**config.mk**
```make
export PLATFORM = sky130hd
export DESIGN_NAME = fat_cell
export DESIGN_NICKNAME = d
export VERILOG_FILES = /design/src/hw/rtl/fat_pkg.sv /design/src/hw/rtl/fat_cell.sv
export SDC_FILE = /design/constraint.sdc
export NUM_CORES = 2
export LEC_CHECK = 0
export BUFFER_PORTS_ARGS = -buffer_cell sky130_fd_sc_hd__buf_4
export CORE_AREA = 4 4 437 439
export DETAILED_ROUTE_END_ITERATION = 8
export DIE_AREA = 0 0 441 443
export PLACE_DENSITY = 0.51
export SYNTH_ARGS = -nofsm -noshare
export SYNTH_HDL_FRONTEND = slang
export SYNTH_SLANG_ARGS = --single-unit
```
**constraint.sdc**
```tcl
create_clock -name aclk -period 38.2 [get_ports aclk]
set_input_delay 7.64 -clock aclk [delete_from_list [all_inputs] [get_ports aclk]]
set_output_delay 7.64 -clock aclk [all_outputs]
set_load 0.02 [all_outputs]
```
**src/hw/rtl/fat_pkg.sv**
```systemverilog
// shared types and constants of the flow accounting table
package fat_pkg;

    localparam int TABLE_DEPTH_DEF = 64;
    localparam int LIMIT_W = 7;
    localparam int CFG_INDEX_W = 8;
    localparam int CFG_DATA_W = 32;

    // opcodes of an input item
    localparam logic OP_COLLECT = 1'b0;
    localparam logic OP_DRAIN   = 1'b1;

    // configuration register indexes
    localparam logic [CFG_INDEX_W-1:0] CFG_FLOW_LIMIT     = 8'd0;
    localparam logic [CFG_INDEX_W-1:0] CFG_CHECK_OVERFLOW = 8'd1;

    typedef struct packed {
        logic        opcode;
        logic [31:0] src_ip;
        logic [31:0] dst_ip;
        logic [15:0] src_port;
        logic [15:0] dst_port;
        logic [7:0]  protocol;
        logic [31:0] bytes_in;
        logic [31:0] bytes_out;
        logic [15:0] pkts_in;
        logic [15:0] packets_out;
    } flow_in_t;

    typedef struct packed {
        logic        overlimit;
        logic        flow_dropped;
        logic        entry_valid;
        logic [31:0] flow_ip_low;
        logic [31:0] flow_ip_high;
        logic [15:0] flow_port_low;
        logic [15:0] flow_port_high;
        logic [7:0]  flow_protocol;
        logic [63:0] total_bytes_in;
        logic [63:0] total_bytes_out;
        logic [63:0] total_pkts_in;
        logic [63:0] total_packets_out;
    } flow_out_t;

    // kind of pass a token makes down the cell row
    typedef enum logic [1:0] {
        TK_COLLECT,
        TK_INSERT,
        TK_DRAIN
    } tok_kind_t;

    // token handed from cell to cell
    typedef struct packed {
        logic        active;
        tok_kind_t   kind;
        logic        done;
        logic        free_seen;
        logic        top_bit;
        logic [63:0] key_ip;
        logic [39:0] key_pp;
        logic [31:0] add_bi;
        logic [31:0] add_bo;
        logic [15:0] add_pi;
        logic [15:0] add_po;
        logic [63:0] out_ip;
        logic [39:0] out_pp;
        logic [63:0] out_bi;
        logic [63:0] out_bo;
        logic [63:0] out_pi;
        logic [63:0] out_po;
    } tok_t;

    typedef enum logic [1:0] {
        ST_IDLE,
        ST_SEARCH,
        ST_INSERT,
        ST_DONE
    } state_t;

endpackage

```
**src/hw/rtl/fat_cell.sv**
```systemverilog
// one table slot: key, counters and the token stage to the next slot
module fat_cell (
    input  logic          aclk,
    input  logic          aresetn,
    input  fat_pkg::tok_t tok_in,
    output fat_pkg::tok_t tok_out
);

    logic          used_reg, used_next;
    logic [63:0]   ip_reg, ip_next;
    logic [39:0]   pp_reg, pp_next;
    logic [63:0]   bi_reg, bi_next;
    logic [63:0]   bo_reg, bo_next;
    logic [63:0]   pi_reg, pi_next;
    logic [63:0]   po_reg, po_next;
    fat_pkg::tok_t tok_reg, tok_next;
    logic [63:0]   sum_bi, sum_bo;
    logic          match;

    assign sum_bi = bi_reg + {32'd0, tok_in.add_bi};
    assign sum_bo = bo_reg + {32'd0, tok_in.add_bo};
    assign match  = used_reg && (ip_reg == tok_in.key_ip) && (pp_reg == tok_in.key_pp);

    // slot update and token forwarding
    always_comb begin
        used_next = used_reg;
        ip_next   = ip_reg;
        pp_next   = pp_reg;
        bi_next   = bi_reg;
        bo_next   = bo_reg;
        pi_next   = pi_reg;
        po_next   = po_reg;
        tok_next  = tok_in;
        if (tok_in.active) begin
            unique case (tok_in.kind)
                fat_pkg::TK_COLLECT: begin
                    if (!tok_in.done && match) begin
                        bi_next          = sum_bi;
                        bo_next          = sum_bo;
                        pi_next          = pi_reg + {48'd0, tok_in.add_pi};
                        po_next          = po_reg + {48'd0, tok_in.add_po};
                        tok_next.done    = 1'b1;
                        tok_next.top_bit = sum_bi[63] | sum_bo[63];
                    end
                    if (!used_reg) begin
                        tok_next.free_seen = 1'b1;
                    end
                end
                fat_pkg::TK_INSERT: begin
                    if (!tok_in.done && !used_reg) begin
                        used_next        = 1'b1;
                        ip_next          = tok_in.key_ip;
                        pp_next          = tok_in.key_pp;
                        bi_next          = {32'd0, tok_in.add_bi};
                        bo_next          = {32'd0, tok_in.add_bo};
                        pi_next          = {48'd0, tok_in.add_pi};
                        po_next          = {48'd0, tok_in.add_po};
                        tok_next.done    = 1'b1;
                        tok_next.top_bit = 1'b0;
                    end
                end
                fat_pkg::TK_DRAIN: begin
                    if (!tok_in.done && used_reg) begin
                        used_next       = 1'b0;
                        tok_next.done   = 1'b1;
                        tok_next.out_ip = ip_reg;
                        tok_next.out_pp = pp_reg;
                        tok_next.out_bi = bi_reg;
                        tok_next.out_bo = bo_reg;
                        tok_next.out_pi = pi_reg;
                        tok_next.out_po = po_reg;
                    end
                end
                default: begin
                    tok_next = tok_in;
                end
            endcase
        end
    end

    // control state
    always_ff @(posedge aclk) begin
        if (!aresetn) begin
            used_reg <= 1'b0;
            tok_reg  <= '0;
        end else begin
            used_reg <= used_next;
            tok_reg  <= tok_next;
        end
    end

    // slot payload
    always_ff @(posedge aclk) begin
        ip_reg <= ip_next;
        pp_reg <= pp_next;
        bi_reg <= bi_next;
        bo_reg <= bo_next;
        pi_reg <= pi_next;
        po_reg <= po_next;
    end

    assign tok_out = tok_reg;

endmodule

```
-- Word-level counts from Yosys, hierarchy flattened
Index checks and enable logic that the tools add are counted.
- register bits: 927
- bits of input ports: 568
- word-level logic and storage cells: 76
- equal/unequal tests: 7
- $add $sub $neg: 4
- bitwise operators: 1
- muxes and demuxes: 27
- reductions and logical operators: 13
- operators by type and width (operator ; count):
    $mux W360 ; 2
    $mux W566 ; 1
    $mux W64 ; 8
    $pmux W64 S2 ; 4
    $add A64 B16 Y64 ; 2
    $add A64 B32 Y64 ; 2
    $eq A64 B64 Y1 ; 1
    $eq A40 B40 Y1 ; 1
    $mux W1 ; 9
    $reduce_and A4 Y1 ; 2
    $ne A2 B2 Y1 const B ; 3
    $logic_and A1 B1 Y1 ; 5
    $pmux W1 S2 ; 2
    $reduce_bool A2 Y1 ; 2
    $pmux W1 S3 ; 1
    $reduce_and A3 Y1 ; 1
    $eq A2 B1 Y1 const B ; 1
    $eq A2 B2 Y1 const B ; 1
    $logic_not A1 Y1 ; 2
    $logic_not A2 Y1 ; 1
    $or A1 B1 Y1 ; 1

-- Depth between registers and ports, before layout
- depth in word-level cells: 7
- mapped depth: 14
- mapped depth without buffers: 11

-- Worst setup path before layout
OpenSTA, ideal clock, no wires.
- path type: input port to flip-flop
- start: input tok_in[479] (netlist bit)
- end: register bi_reg[0], enable pin
- library setup time: 0.960 ns
- data required time: 37.240 ns
- setup slack: 15.869 ns
- path buffers: 0
- cell stages on the path: 6
- arrival time: 21.370 ns
- cell sequence: xor2_1 > nor4_1 > nand2_1 > or3_1 > or4_1 > a21oi_1
- word-level cells in the longest chain between the ends: 5
- RTL lines (what ; RTL line ; source):
    start: declaration ; fat_cell.sv:5 ; input fat_pkg::tok_t tok_in,
    $eq A40 B40 Y1 ; fat_cell.sv:22 ; assign match = used_reg && (ip_reg == tok_in.key_ip) && (pp_reg == tok_in.key_pp);
    $logic_and A1 B1 Y1 ; fat_cell.sv:22 ;
    $logic_and A1 B1 Y1 ; fat_cell.sv:37 ; if (!tok_in.done && match) begin
    $ne A2 B2 Y1 (no source line) ; n/a ;
    $reduce_and A4 Y1 (no source line) ; n/a ;
    end signal: assignment ; fat_cell.sv:96 ; bi_reg <= bi_next;
    end: declaration ; fat_cell.sv:12 ; logic [63:0] bi_reg, bi_next;
No other way between the ends.
A chain may end at the register's enable or synchronous reset.

-- Final worst setup path
- start: input tok_in[459] (netlist bit)
- end: register bi_reg[47], enable pin
Same word-level chain as after synthesis.

==> run_results.csv <==
group,metric,value,unit
outcome,outcome,"complete, no violations",
place,dpl_cell_area,0.05228,mm^2
timing,timing.hold.ws,570.4,ps
setup_path,cp_cell_sequence,"buf_4 -> xnor2_1 -> nand4_1 -> nor4_1 -> nand4_1 -> or4_1 -> a21oi_4 -> buf_12 -> buf_4",
clock_network,cts_tree,"yes",
logic_synthesis,ys_seq_area_share,53.83,%
timing,hold_viol_final,0,
cells_and_area,largest_reg_flops,566,
timing,rsz0062_at_grt,"false",
setup_path,r2r_cells,8,
floorplanning,die_w,441,um
setup_path,arrival,12160,ps
setup_path,worst_setup_path_end_kind,"flip-flop",
setup_path,cp.required,38550,ps
setup_path,crit_type,"in2reg",
global_routing,grt_pass1_vias,35310,
pwr,total_power,2.550,mW
cells_and_area,nNetsFinal,5936,
floorplanning,io_pins,1134,
setup_path,max_stage_delay,930,ps
setup_path,r2r-start,"ip_reg[19]",
clock_network,cts.sinks,927,
timing,tightest_slew,1125,ps
route,drc,0,
logic_synthesis,ys.flop_type,"dfxtp_1",
pwr,p_leak,22.93,nW
worst_hold_path,hold_path.class,"reg2reg",
clock_network,cts_root_buf,"clkbuf_16",
timing,period_needed,11810,ps
timing,fin_skew,39.08,ps
logic_synthesis,synthCells,4226,
global_routing,grt_max_degree,183,
timing,drv_slew,0,
clock_network,postCtsSetupBuffers,0,
clock_network,ctsHoldBuffers,0,
global_routing,grt_util_all_layers,17.40,%
route,vias,34950,
timing,finalWorstSetupSlack,26390,ps
floorplanning,die_area,0.1954,mm^2
logic_synthesis,ys_ff_latch,927,
floorplanning,num_rows,159,
place,dp.final_hpwl,137.8,mm
timing,max_freq,84.66,MHz
route,wirelength,178.6,mm
logic_synthesis,synth-edff-count,360,
cells_and_area,fin_area,0.05611,mm^2
global_routing,grt_overflow_total,0,
setup_path,crit_path_start_kind,"input pin",
route,wl_per_cell,22.69,um
setup_path,cp_max_fo,136,
logic_synthesis,async_flop_share,0,%
clock_network,cts_buffers,110,
timing,relSlewSlack,24.36,%
route,vias_per_cell,4.440,
logic_synthesis,syn_nets,4898,
pwr,ir_drop,0.04502,mV
worst_hold_path,hp-start,"bi_reg[2]",
worst_hold_path,whs_endpoint,"tok_out[194]",
clock_network,path_clk_slew,60,ps
flow_run,drv_cap,0,
setup_path,rrSetupSlack,33000,ps
global_routing,grt_pass1_wl,250.3,mm
timing,setup-violations-final,0,
setup_path,crit_slowest_cell,"buf_4",
pwr,power_density,45.44,mW/mm^2
global_routing,antenna_found_initial,18,
route,dr.pass1.iters,6,
cells_and_area,final_cell_mix,"buf_4 (1156), nand2_1 (941), dfxtp_1 (567)",
cells_and_area,drive_gt1_share,26.13,%
floorplanning,start_util,21.99,%
logic_synthesis,yosysUniqueCellTypes,87,
timing,setup_tns,0,ps
clock_network,cts-resized-gates,0,
route,drt_first_iter_violations,2169,
clock_network,clock_path_buffers,3,
logic_synthesis,netlist_area,0.04117,mm^2
setup_path,r2r_end,"bi_reg[47]",
route,ant_nets,0,
place,io_buffers,1133,
place,gp_congestion,0.8796,
worst_hold_path,hold_depth,2,
logic_synthesis,syn_area_per_cell,9.742,um^2
clock_network,clk_latency,760,ps
timing,fin_crit_sh,30.92,%
cells_and_area,area_delta_synth_final,36.30,%
floorplanning,core-area,0.1872,mm^2
cells_and_area,layout_commonest_cell,"buf_4",
cells_and_area,nFillCells,19750,
logic_synthesis,synth_warnings,0,
clock_network,ctsHtreeMaxLevel,3,
floorplanning,die_height,443,um
place,dp_slack,25380,ps
area by class of cell:
cell class | instances | area [um^2] | area share [%]
repair buffers | 1163 | 8813 | 15.71
well taps | 2495 | 3122 | 5.563
multi-input cells | 2991 | 17920 | 31.93
clock inverters | 52 | 495.5 | 0.8830
clock buffers | 157 | 3299 | 5.880
flip-flops and latches | 927 | 22160 | 39.49
diodes | 15 | 37.54 | 0.06689
inverters | 71 | 266.5 | 0.4749
per-stage QoR:
step	instances	utilization (%)
6_report	7871	29.97
5_1_grt	7867	29.97
4_1_cts	7856	29.95
3_5_place_dp	7647	27.93
3_3_place_gp	7647	27.93
2_1_floorplan	4226	-
where the power goes:
group / switching [mW] / internal, mW / leakage (nW)
Clock: 0.465 / 0.639 / 1.89
Sequential: 0.0228 / 1.08 / 8.03
Combinational: 0.197 / 0.146 / 13.0
Total: 0.685 / 1.86 / 22.9
routing by layer:
metal | up-vias | global-route usage (%) | share of wire, %
li1 | 16810 | - | -
met1 | 16860 | 18.55 | 37
met2 | 1050 | 32.73 | 53
met3 | 228 | 3.716 | 5.6
met4 | 0 | 7.326 | 4.1
met5 | - | 0 | 0
Yosys cell counts (36+ instances only):
cell type / instances / share of area [%]
or3_1: 43 / 0.65
xnor2_1: 138 / 2.9
o21ai_0: 177 / 2.2
or4_1: 36 / 0.66
inv_1: 70 / 0.64
nand4_1: 52 / 0.79
and2_1: 220 / 3.3
nand3_1: 83 / 1.0
dfxtp_1: 567 / 28
xor2_1: 86 / 1.8
a21boi_0: 363 / 6.6
edfxtp_1: 360 / 26
clkbuf_1: 223 / 2.0
nand2_1: 941 / 8.6
o31ai_1: 39 / 0.71
ha_1: 100 / 3.0
a21o_1: 51 / 0.93
nor2_1: 153 / 1.4
a21oi_1: 157 / 1.9
worst max-delay path by stage:
stage	start	end	slack (ps)
after floorplan	tok_in[479]	bi_reg[0]	15870
after global placement	tok_in[459]	bi_reg[34]	25410
after detailed placement	tok_in[459]	bi_reg[34]	25380
after CTS	tok_in[459]	bi_reg[35]	26190
after global routing	tok_in[459]	bi_reg[49]	26040
final	tok_in[459]	bi_reg[47]	26390
critical path, delay by kind of cell:
kind | cells | cell delay (ps)
simple gates | 4 | 1810
buf+inv | 3 | 1600
compound gates | 1 | 240
xor+xnor | 1 | 540
logic make-up after synthesis:
family          count (synthesis)  share of synthesized area (%)
compound gates                944                          15.39
xor+xnor                      224                          4.765
fa+ha+maj                     104                          3.234
buf+inv                       308                          2.884
flops                         927                          53.83
mux                            18                         0.4741
simple gates                 1701                          19.42
Note: power is estimated with default switching activity, not from simulation.
